### src/hdl/dq_pkg.sv
`default_nettype none

package dq_pkg;

	typedef enum logic [2:0] {
		CMD_PUSH_BACK  = 3'd0,
		CMD_PUSH_FRONT = 3'd1,
		CMD_POP_FRONT  = 3'd2,
		CMD_POP_BACK   = 3'd3,
		CMD_DUMP       = 3'd4
	} cmd_t;

	typedef enum logic [1:0] {
		ST_OK    = 2'd0,
		ST_EMPTY = 2'd1,
		ST_FULL  = 2'd2
	} status_t;

	// commands from the controller to the datapath
	typedef struct packed {
		logic    push_back;
		logic    push_front;
		logic    pop_front;
		logic    pop_back;
		logic    dump_start;
		logic    dump_step;
		logic    load_out;
		logic    use_rdata;
		status_t st;
		logic    last;
	} dq_ctrl_t;

	// status from the datapath to the controller
	typedef struct packed {
		logic empty;
		logic full;
		logic dump_final;
	} dq_stat_t;

endpackage

`default_nettype wire

### src/hdl/dq_in_if.sv
`default_nettype none

interface dq_in_if #(
	parameter int DATA_WIDTH = 32
);
	logic                         valid;
	logic                         ready;
	logic [2:0]                   cmd;
	logic signed [DATA_WIDTH-1:0] value;

	modport source (output valid, output cmd, output value, input ready);
	modport sink (input valid, input cmd, input value, output ready);
endinterface

`default_nettype wire

### src/hdl/dq_out_if.sv
`default_nettype none

interface dq_out_if #(
	parameter int DATA_WIDTH = 32,
	parameter int CNT_W      = 5
);
	logic                         valid;
	logic                         ready;
	logic signed [DATA_WIDTH-1:0] value_out;
	dq_pkg::status_t              status;
	logic [CNT_W-1:0]             entry_count;
	logic                         last;

	modport source (output valid, output value_out, output status, output entry_count,
		output last, input ready);
	modport sink (input valid, input value_out, input status, input entry_count,
		input last, output ready);
endinterface

`default_nettype wire

### src/hdl/dq_ram.sv
`default_nettype none

module dq_ram #(
	parameter int WIDTH = 32,
	parameter int DEPTH = 16,
	parameter int AW    = $clog2(DEPTH)
) (
	input  wire logic             clk,
	input  wire logic             we,
	input  wire logic [AW-1:0]    waddr,
	input  wire logic [WIDTH-1:0] wdata,
	input  wire logic             re,
	input  wire logic [AW-1:0]    raddr,
	output logic      [WIDTH-1:0] rdata
);

	logic [WIDTH-1:0] mem [DEPTH];

	always_ff @(posedge clk) begin
		if (we) begin
			mem[waddr] <= wdata;
		end
		if (re) begin
			rdata <= mem[raddr];
		end
	end

endmodule

`default_nettype wire

### src/hdl/dq_ctrl.sv
`default_nettype none

module dq_ctrl (
	input  wire logic             clk,
	input  wire logic             arst_n,
	input  wire logic             req_valid,
	input  wire logic [2:0]       req_cmd,
	output logic                  req_ready,
	output logic                  rsp_valid,
	input  wire logic             rsp_ready,
	input  wire dq_pkg::dq_stat_t stat,
	output dq_pkg::dq_ctrl_t      ctl
);
	import dq_pkg::*;

	typedef enum logic [1:0] {
		S_IDLE,
		S_POP,
		S_DUMP
	} state_t;

	state_t state_q;
	logic   rsp_valid_q;
	logic   out_free;
	logic   accept;

	assign out_free  = !rsp_valid_q || rsp_ready;
	assign req_ready = (state_q == S_IDLE) && out_free;
	assign accept    = req_valid && req_ready;
	assign rsp_valid = rsp_valid_q;

	always_comb begin
		ctl = '0;
		ctl.st = ST_OK;
		case (state_q)
			S_IDLE: begin
				ctl.last = 1'b1;
				if (accept) begin
					case (req_cmd)
						CMD_PUSH_BACK, CMD_PUSH_FRONT: begin
							ctl.load_out = 1'b1;
							if (stat.full) begin
								ctl.st = ST_FULL;
							end else begin
								ctl.push_back  = (req_cmd == CMD_PUSH_BACK);
								ctl.push_front = (req_cmd == CMD_PUSH_FRONT);
							end
						end
						CMD_POP_FRONT, CMD_POP_BACK: begin
							if (stat.empty) begin
								ctl.load_out = 1'b1;
								ctl.st = ST_EMPTY;
							end else begin
								ctl.pop_front = (req_cmd == CMD_POP_FRONT);
								ctl.pop_back  = (req_cmd == CMD_POP_BACK);
							end
						end
						CMD_DUMP: begin
							if (stat.empty) begin
								ctl.load_out = 1'b1;
								ctl.st = ST_EMPTY;
							end else begin
								ctl.dump_start = 1'b1;
							end
						end
						default: begin
						end
					endcase
				end
			end
			S_POP: begin
				// the output register is always free here
				ctl.load_out  = 1'b1;
				ctl.use_rdata = 1'b1;
				ctl.last      = 1'b1;
			end
			S_DUMP: begin
				if (out_free) begin
					ctl.load_out  = 1'b1;
					ctl.use_rdata = 1'b1;
					ctl.last      = stat.dump_final;
					ctl.dump_step = !stat.dump_final;
				end
			end
			default: begin
			end
		endcase
	end

	always_ff @(posedge clk or negedge arst_n) begin
		if (!arst_n) begin
			state_q     <= S_IDLE;
			rsp_valid_q <= 1'b0;
		end else begin
			if (ctl.load_out) begin
				rsp_valid_q <= 1'b1;
			end else if (rsp_ready) begin
				rsp_valid_q <= 1'b0;
			end
			case (state_q)
				S_IDLE: begin
					if (ctl.pop_front || ctl.pop_back) begin
						state_q <= S_POP;
					end else if (ctl.dump_start) begin
						state_q <= S_DUMP;
					end
				end
				S_POP: begin
					state_q <= S_IDLE;
				end
				S_DUMP: begin
					if (ctl.load_out && stat.dump_final) begin
						state_q <= S_IDLE;
					end
				end
				default: begin
					state_q <= S_IDLE;
				end
			endcase
		end
	end

endmodule

`default_nettype wire

### src/hdl/dq_dp.sv
`default_nettype none

module dq_dp #(
	parameter int DEPTH      = 16,
	parameter int DATA_WIDTH = 32,
	parameter int AW         = $clog2(DEPTH),
	parameter int CW         = $clog2(DEPTH + 1)
) (
	input  wire logic                         clk,
	input  wire logic                         arst_n,
	input  wire dq_pkg::dq_ctrl_t             ctl,
	output dq_pkg::dq_stat_t                  stat,
	input  wire logic signed [DATA_WIDTH-1:0] req_value,
	output logic signed [DATA_WIDTH-1:0]      rsp_value_out,
	output dq_pkg::status_t                   rsp_status,
	output logic [CW-1:0]                     rsp_entry_count,
	output logic                              rsp_last
);
	import dq_pkg::*;

	function automatic logic [AW-1:0] wrap_inc(input logic [AW-1:0] i);
		wrap_inc = (i == AW'(DEPTH - 1)) ? '0 : i + 1'b1;
	endfunction

	function automatic logic [AW-1:0] wrap_dec(input logic [AW-1:0] i);
		wrap_dec = (i == '0) ? AW'(DEPTH - 1) : i - 1'b1;
	endfunction

	logic [AW-1:0]         front_q, back_q, ptr_q;
	logic [CW-1:0]         count_q, remain_q, count_d;
	logic                  we, re;
	logic [AW-1:0]         waddr, raddr;
	logic [DATA_WIDTH-1:0] rdata;

	always_comb begin
		we    = ctl.push_back || ctl.push_front;
		waddr = ctl.push_front ? wrap_dec(front_q) : back_q;
		re    = ctl.pop_front || ctl.pop_back || ctl.dump_start || ctl.dump_step;
		if (ctl.pop_back) begin
			raddr = wrap_dec(back_q);
		end else if (ctl.dump_step) begin
			raddr = ptr_q;
		end else begin
			raddr = front_q;
		end
		if (we) begin
			count_d = count_q + 1'b1;
		end else if (ctl.pop_front || ctl.pop_back) begin
			count_d = count_q - 1'b1;
		end else begin
			count_d = count_q;
		end
	end

	assign stat.empty      = (count_q == '0);
	assign stat.full       = (count_q == CW'(DEPTH));
	assign stat.dump_final = (remain_q == CW'(1));

	dq_ram #(
		.WIDTH (DATA_WIDTH),
		.DEPTH (DEPTH)
	) u_ram (
		.clk   (clk),
		.we    (we),
		.waddr (waddr),
		.wdata (req_value),
		.re    (re),
		.raddr (raddr),
		.rdata (rdata)
	);

	always_ff @(posedge clk or negedge arst_n) begin
		if (!arst_n) begin
			front_q  <= '0;
			back_q   <= '0;
			count_q  <= '0;
			ptr_q    <= '0;
			remain_q <= '0;
		end else begin
			count_q <= count_d;
			if (ctl.push_back) begin
				back_q <= wrap_inc(back_q);
			end
			if (ctl.push_front) begin
				front_q <= wrap_dec(front_q);
			end
			if (ctl.pop_front) begin
				front_q <= wrap_inc(front_q);
			end
			if (ctl.pop_back) begin
				back_q <= wrap_dec(back_q);
			end
			// dump walks a private pointer, the queue itself stays put
			if (ctl.dump_start) begin
				ptr_q    <= wrap_inc(front_q);
				remain_q <= count_q;
			end else if (ctl.dump_step) begin
				ptr_q    <= wrap_inc(ptr_q);
				remain_q <= remain_q - 1'b1;
			end
		end
	end

	always_ff @(posedge clk) begin
		if (ctl.load_out) begin
			rsp_value_out   <= ctl.use_rdata ? rdata : '0;
			rsp_status      <= ctl.st;
			rsp_entry_count <= count_d;
			rsp_last        <= ctl.last;
		end
	end

endmodule

`default_nettype wire

### src/hdl/double_ended_queue.sv
`default_nettype none
// channel  dir  payload                                  transaction
// req      in   cmd, value                               one command
// rsp      out  value_out, status, entry_count, last     one result
//
// push, full push and any empty result: loaded into the result register in the accept cycle
// pop: registered read of the ring ram on accept, then the result register is loaded in S_POP
// dump of n entries: one entry per cycle while rsp is drained
// reset clears indices, count and control; ring contents are not cleared
// a new command is taken only when the controller is idle and the result register is
// empty or being taken; rsp stalls hold the dump in place

module double_ended_queue #(
	parameter int DEPTH      = 16,
	parameter int DATA_WIDTH = 32
) (
	input  wire logic clk,
	input  wire logic arst_n,
	dq_in_if.sink     req,
	dq_out_if.source  rsp
);
	import dq_pkg::*;

	localparam int CW = $clog2(DEPTH + 1);

	dq_ctrl_t ctl;
	dq_stat_t stat;

	dq_ctrl u_ctrl (
		.clk       (clk),
		.arst_n    (arst_n),
		.req_valid (req.valid),
		.req_cmd   (req.cmd),
		.req_ready (req.ready),
		.rsp_valid (rsp.valid),
		.rsp_ready (rsp.ready),
		.stat      (stat),
		.ctl       (ctl)
	);

	dq_dp #(
		.DEPTH      (DEPTH),
		.DATA_WIDTH (DATA_WIDTH),
		.CW         (CW)
	) u_dp (
		.clk             (clk),
		.arst_n          (arst_n),
		.ctl             (ctl),
		.stat            (stat),
		.req_value       (req.value),
		.rsp_value_out   (rsp.value_out),
		.rsp_status      (rsp.status),
		.rsp_entry_count (rsp.entry_count),
		.rsp_last        (rsp.last)
	);

endmodule

`default_nettype wire

### src/flat_wrapper.sv
// flat-port wrapper written by rule: the top's interface ports become plain ports
module double_ended_queue_flat import dq_pkg::*;
#(
	parameter int DEPTH      = 16,
	parameter int DATA_WIDTH = 32
)
  (clk, arst_n, req_valid, req_cmd, req_value, req_ready, rsp_valid, rsp_value_out, rsp_status, rsp_entry_count, rsp_last, rsp_ready);
  dq_in_if #(.DATA_WIDTH(DATA_WIDTH)) req_i ();
  dq_out_if #(.DATA_WIDTH(DATA_WIDTH), .CNT_W((5))) rsp_i ();
  input  wire logic clk;
  input  wire logic arst_n;
  input wire logic [$bits(req_i.valid)-1:0] req_valid;
  input wire logic [$bits(req_i.cmd)-1:0] req_cmd;
  input wire logic [$bits(req_i.value)-1:0] req_value;
  output wire logic [$bits(req_i.ready)-1:0] req_ready;
  output wire logic [$bits(rsp_i.valid)-1:0] rsp_valid;
  output wire logic [$bits(rsp_i.value_out)-1:0] rsp_value_out;
  output wire logic [$bits(rsp_i.status)-1:0] rsp_status;
  output wire logic [$bits(rsp_i.entry_count)-1:0] rsp_entry_count;
  output wire logic [$bits(rsp_i.last)-1:0] rsp_last;
  input wire logic [$bits(rsp_i.ready)-1:0] rsp_ready;
  assign req_i.valid = req_valid;
  assign req_i.cmd = req_cmd;
  assign req_i.value = req_value;
  assign req_ready = req_i.ready;
  assign rsp_valid = rsp_i.valid;
  assign rsp_value_out = rsp_i.value_out;
  assign rsp_status = rsp_i.status;
  assign rsp_entry_count = rsp_i.entry_count;
  assign rsp_last = rsp_i.last;
  assign rsp_i.ready = rsp_ready;
  double_ended_queue #(.DEPTH(DEPTH), .DATA_WIDTH(DATA_WIDTH)) u_core (.clk(clk), .arst_n(arst_n), .req(req_i), .rsp(rsp_i));
endmodule
### config.mk
export PLATFORM = sky130hd
export DESIGN_NAME = double_ended_queue_flat
export DESIGN_NICKNAME = d
export VERILOG_FILES = /design/src/hdl/dq_pkg.sv /design/src/hdl/dq_in_if.sv /design/src/hdl/dq_out_if.sv /design/src/hdl/dq_ram.sv /design/src/hdl/dq_ctrl.sv /design/src/hdl/dq_dp.sv /design/src/hdl/double_ended_queue.sv /design/src/flat_wrapper.sv
export SDC_FILE = /design/constraint.sdc
export NUM_CORES = 1
export LEC_CHECK = 0
export ABC_AREA = 1
export BUFFER_PORTS_ARGS = -buffer_cell sky130_fd_sc_hd__buf_2
export CAP_MARGIN = 20
export CORE_MARGIN = 2
export CORE_UTILIZATION = 40
export CTS_CLUSTER_SIZE = 20
export DETAILED_ROUTE_END_ITERATION = 8
export PLACE_DENSITY = 0.62
export SYNTH_ARGS = -nofsm -noshare
export SYNTH_HDL_FRONTEND = slang
export SYNTH_SLANG_ARGS = --single-unit
### constraint.sdc
create_clock -name clk -period 5.8 [get_ports clk]
set_input_delay 0.87 -clock clk [delete_from_list [all_inputs] [get_ports clk]]
set_output_delay 0.87 -clock clk [all_outputs]
set_load 0.03 [all_outputs]
==> results of run 1 <==
-- layout by cell type, fill, tap and decap left out, types with 5 or more instances in the layout --
| master | instances |
|---|---|
| a21oi_1 | 12 |
| bufinv_16 | 6 |
| nand3b_1 | 96 |
| inv_1 | 498 |
| buf_2 | 80 |
| nor3_1 | 8 |
| clkbuf_16 | 62 |
| nor2_1 | 56 |
| nand2_2 | 6 |
| clkinv_1 | 7 |
| nand3_1 | 625 |
| nand2_1 | 358 |
| nor2_4 | 16 |
| o311ai_0 | 6 |
| clkinv_2 | 18 |
| edfxtp_1 | 584 |
| o21ai_0 | 25 |
| ha_1 | 15 |
| clkbuf_1 | 9 |
| dfrtp_1 | 25 |
| xor2_1 | 7 |
| o211ai_1 | 5 |
| buf_4 | 40 |
-- power groups by stage --
stage | Combinational [mW] | Clock, mW | Sequential [mW]
4_1_cts | 5.59 | 3.99 | 5.59
6_report | 5.62 | 3.92 | 5.59
3_3_place_gp | 5.49 | 0 | 5.67
2_1_floorplan | 3.72 | 0 | 5.90
5_1_grt | 6.20 | 4.16 | 5.63
3_5_place_dp | 5.56 | 0 | 5.67
-- cells by family after synthesis --
family / Yosys count
AOI/OAI and AO/OA: 55
xor gates and xnor gates: 8
adders and majority gates: 15
buffers and inverters: 635
DFF: 609
and+or+nand+nor: 1181
-- area by class of cell --
cell class	instances	area [sq um]	share of cell area [%]
Sequential cell	609	18200	59.9
Multi-Input combinational cell	1259	6440	21.3
Clock buffer	73	1610	5.32
Antenna cell	3	7.51	0.0248
Clock inverter	35	355	1.17
Timing Repair Buffer	122	748	2.47
Inverter	502	1880	6.22
Tap cell	873	1090	3.60
-- metrics by stage --
step	hold WS, ns	worst slack [ns]
after floorplan	0.492	1.97
final	0.254	2.00
after global routing	0.279	1.60
after detailed placement	0.529	1.72
after global placement	0.512	1.78
after CTS	0.252	2.00
-- routing by layer --
layer  vias to the layer above  global-route usage, %  part of all wire, %
li1                       8474                      -                    -
met1                      8990                   26.5                   42
met2                       707                   33.4                   48
met3                       152                   2.88                  6.5
met4                         2                   8.06                  3.5
met5                         -                      0                0.016
-- critical path, stage by stage, from the launching register on --
cell and delay (ns):
dfrtp_1 0.42, inv_1 0.10, ha_1 0.18, inv_1 0.04, a21oi_1 0.24, nand2_1 0.32
nand2_1 0.21, nand2_1 0.15, nand2_8 0.40, buf_4 0.79, nand3_1 0.15, nand3_1 0.14
nand3_1 0.13, nand3_1 0.13, nand2_1 0.07
-- final timing paths --
path,slack [ns],end,cells after the start
min in group clk,0.54,u_core.u_dp.back_q[0],2
worst max register to register,2.00,u_core.u_dp.u_ram.rdata[16],14
worst max-delay path,2.00,u_core.u_dp.u_ram.rdata[16],14
max in group asynchronous,5.13,u_core.u_dp.remain_q[2],1
worst min-delay path,0.25,u_core.u_ctrl.state_q[0],1
worst min register to register,0.54,u_core.u_dp.back_q[0],2
-- sequential cells by signal, summed over array words and instances (netlist names) --
name                         cells
u_core.u_dp.rsp_entry_count      5
u_core.u_dp.remain_q             5
u_core.u_dp.count_q              5
u_core.u_ctrl.state_q            2
u_core.u_dp.u_ram.rdata         32
u_core.u_dp.rsp_status           2
u_core.u_dp.u_ram.mem          512
u_core.u_ctrl.rsp_valid          1
u_core.u_dp.back_q               4
u_core.u_dp.front_q              4
u_core.u_dp.rsp_last             1
u_core.u_dp.rsp_value_out       32
u_core.u_dp.ptr_q                4
==> flow_summary.yaml, run 1 <==
outcome:
  outcome: "complete, no violations"
finish:
  syn2layout_area_growth_pct: 12.3
  nFillCells: 6125
  nNetsFinal: 2609
  drive_above_1_share_pct: 9.81
  instances_no_fill: 3476
  fin_util_pct: 45.2
  stdcell_area_sq_mm: 0.0303
sta:
  rsz0062_at_grt: "no"
  finalWorstPathRequiredPeriod_ns: 3.80
  period_share_pct: 65.5
  max_freq_mhz: 263
  worst_pin_slew_ns: 1.15
  slew_headroom_pct: 23.1
  tns_ns: 0
  setup-violations-final: 0
  skew_ns: 0.0257
  finalMaxSlewViolations: 0
  hold_viol: 0
synth:
  synth-async-reset-ratio_pct: 4.11
  syn_inst: 2503
  synth_fp_nets: 2557
  synth_top_area_cell: "edfxtp_1"
  synth.yosys.warnings: 0
  synth_most_common_cell: "nand3_1"
  synthTopCellsByArea: "edfxtp_1 65%, nand3_1 12%, inv_1 6.9%"
  avgSynthCellArea_sq_um: 10.8
  synthMuxAreaShare_pct: 0
  ys_ff_latch: 609
  synth_edf_count: 584
  synthXorXnorAreaFrac_pct: 0.260
  synth.distinct_cells: 35
  synth_common_cells: "626 x nand3_1, 584 x edfxtp_1, 499 x inv_1"
  synth_simple_gate_area_share_pct: 21.0
  synthAdderAreaFrac_pct: 0.695
  yosysSeqAreaShare_pct: 67.3
  synth_top_family_by_area: "simple AND/OR/NAND/NOR gates"
  yosysTopAreaCellShare_pct: 65.0
  netlist_area_sq_mm: 0.0270
  synth_compound_area_share_pct: 1.21
  synth_flop_cell: "edfxtp_1"
place:
  dpl_cell_area_sq_mm: 0.0283
  dp_hpwl_um: 37400
  portBuffers: 80
  gp_congestion: 0.836
  dp_cells: 3364
pwr:
  p_per_area_mw_per_mm2: 499
  p_leak_nw: 12.5
  power_switching_mw: 5.94
  power_mw: 15.1
  p_clk_share_pct: 25.9
  pwr-share-seq_pct: 36.9
  vdd_drop_max_mv: 0.301
  cellInternalPower_mw: 9.19
  switching_share_pct: 39.3
  p_comb_share_pct: 37.2
die:
  row_count: 95
  initial_core_util_pct: 40.3
  die_x_um: 264
  ios: 81
  die_y_um: 264
  core-area_sq_mm: 0.0670
  dieArea_sq_mm: 0.0696
worst_setup_path:
  worstPathArrival_ns: 4.19
  cp-end-kind: "flop"
  crit_path_start: "u_core.u_ctrl.state_q[0]"
  timing.rr.start: "u_core.u_ctrl.state_q[0]"
  start_kind: "flop"
  crit_path_max_fanout: 75
  cp.required_ns: 6.19
  setup.worst_path.class: "reg2reg"
cts:
  cts_tree: "built"
  htreeDepth: 2
  cts_resized: 0
  hold_buffers: 0
  cts-root-buf: "clkbuf_16"
  cts_buffer_depth: 3
  cts_setup_buffers: 0
  cts_made_buffers: 61
  clkTransAtPathRegs_ns: 0.06
  clk_latency_ns: 0.65
  cts_sinks: 609
route:
  num_vias: 18325
  first_pass_iters: 6
  via_per_inst: 5.27
  wl_per_cell_um: 20.2
  ant_nets: 0
  drt_wl_total_um: 70300
  first_iter_violations: 1793
  drc: 0
global_route:
  antenna_found_initial: 5
  grt_first_pass_wirelength_um: 107000
  track_usage_pct: 20.0
  grt_max_degree: 88
  overflow: 0
  grt_pass1_vias: 18035
run:
  max-cap-violations: 0
min_path:
  hold_path_class: "in2async"
Note: power is estimated with default switching activity, not from simulation.
==> run 2: changes to the inputs <==
Settings changed: PLACE_DENSITY 0.62 to 0.64.
Clock period 5.8 ns to 3.4 ns, I/O delays scaled along.
==> flow_summary.yaml, run 2 (synthesis gave the netlist of run 1 again) <==
sta:
  hold_viol: 0
  skew_ns: 0.0278
  finalMaxSlewViolations: 0
  rsz0062_at_grt: "no"
  worst_pin_slew_ns: 0.702
  setup-violations-final: 0
  slew_headroom_pct: 53.2
  tns_ns: 0
  finalWorstPathRequiredPeriod_ns: 3.16
  period_share_pct: 92.9
  max_freq_mhz: 317
finish:
  syn2layout_area_growth_pct: 14.8
  drive_above_1_share_pct: 11.0
  largest_register_ffs: 512
  layout_common_cells: "625 x nand3_1, 584 x edfxtp_1, 498 x inv_1, 359 x nand2_1, 96 x nand3b_1"
  top_register: "u_core.u_dp.u_ram.mem"
  instances_no_fill: 3516
  stdcell_area_sq_mm: 0.0310
  largestRegisters: "u_core.u_dp.u_ram.mem: 512 flops, u_core.u_dp.rsp_value_out: 32 flops, u_core.u_dp.u_ram.rdata: 32 flops"
  nNetsFinal: 2645
  antennaDiodeCount: 0
  layout_commonest_cell: "nand3_1"
min_path:
  hold_path_class: "in2reg"
die:
  ios: 81
  initial_core_util_pct: 40.3
  row_count: 95
  die_x_um: 264
  die_y_um: 264
  dieArea_sq_mm: 0.0696
  core-area_sq_mm: 0.0670
pwr:
  p_per_area_mw_per_mm2: 854
  p_leak_nw: 12.8
  vdd_drop_max_mv: 0.677
global_route:
  grt.busiest_layer: "met2"
  antenna_found_initial: 2
  grt_pass1_vias: 18021
  grt_max_degree: 116
  grt_use_met1_pct: 26.1
  grt_use_met3_pct: 3.62
  use_met2_pct: 31.6
  overflow: 0
  track_usage_pct: 19.3
  grt_first_pass_wirelength_um: 105000
route:
  wl_per_cell_um: 19.2
  ant_nets: 0
  drt_wl_total_um: 67400
  first_pass_iters: 5
  drc: 0
  via_per_inst: 5.22
  num_vias: 18355
  first_iter_violations: 1887
cts:
  cts_sinks: 609
  cts_buffer_depth: 3
  cts_setup_buffers: 0
  cts_resized: 0
  htreeDepth: 2
  cts_made_buffers: 61
  hold_buffers: 1
  clkTransAtPathRegs_ns: 0.06
  cts-root-buf: "clkbuf_16"
  cts_tree: "built"
  clk_latency_ns: 0.64
worst_setup_path:
  worstPathArrival_ns: 3.49
  cp.required_ns: 3.73
  start_kind: "flop"
  setup.worst_path.class: "reg2reg"
  crit_path_max_fanout: 22
  cp-end-kind: "flop"
run:
  max-cap-violations: 0
place:
  dp_cells: 3400
  dpl_cell_area_sq_mm: 0.0289
  portBuffers: 80
  dp_hpwl_um: 39500
  gp_congestion: 0.851
outcome:
  outcome: "complete, no violations"
run 2: cell types whose count changed in the layout (fill, tap and decap cells not counted), sizes merged:
cell         before  now
buf             122  157
bufinv            6    8
clkbuf           73   75
clkinv           27   24
clkinvlp          2    8
diode             3    0
dlygate4sd3       0    1
run 2: final timing paths:
path                                        startpoint                       endpoint  slack [ns]  cells after the start
max                           u_core.u_ctrl.state_q[0]     u_core.u_dp.u_ram.rdata[1]        0.24                     12
min                                      req_value[24]  u_core.u_dp.u_ram.mem[12][24]        0.24                      1
max reg2reg                   u_core.u_ctrl.state_q[0]     u_core.u_dp.u_ram.rdata[1]        0.24                     12
min reg2reg                u_core.u_dp.u_ram.rdata[26]  u_core.u_dp.rsp_value_out[26]        0.54                      2
max in group asynchronous                       arst_n         u_core.u_dp.count_q[4]        2.54                      2
min in group asynchronous                       arst_n           u_core.u_dp.ptr_q[1]        0.44                      2
run 2: area by class of cell:
type	count	area, sq um
Fill cell	6072	36100
Sequential cell	609	18200
Multi-Input combinational cell	1259	6440
Inverter	502	1880
Clock buffer	75	1630
Timing Repair Buffer	158	1330
Tap cell	873	1090
Clock inverter	40	442
run 2: critical path, stage by stage (launching register included):
cell     delay [ns]
dfrtp_1        0.41
inv_1          0.11
ha_1           0.18
inv_1          0.04
a21oi_1        0.16
nand2_1        0.29
nand2_1        0.13
o21ai_0        0.18
o21ai_4        0.61
inv_1          0.14
buf_4          0.31
nand3_1        0.14
nand2_1        0.14
run 2: per-layer routing:
metal	vias up	share of wire, %
li1	8558	-
met4	0	2.8
met2	766	47
met5	-	0
met1	8906	42
met3	125	8.1
run 2: power by group:
part | switching, mW | internal, mW
Clock | 2.86 | 4.02
Combinational | 6.97 | 3.08
Sequential | 0.325 | 9.21
Total | 10.2 | 16.3
run 2: stage by stage:
step / hold WS (ns) / utilization [%] / worst slack [ns] / power [mW]
after CTS: 0.209 / 46.2 / 0.330 / 26.6
after global placement: 0.509 / 43.1 / 0.444 / 19.5
after floorplan: 0.214 / - / -0.100 / 16.4
after global routing: 0.228 / 46.2 / 0.0202 / 28.1
after detailed placement: 0.531 / 43.1 / 0.355 / 19.7
final: 0.239 / 46.2 / 0.242 / 26.5
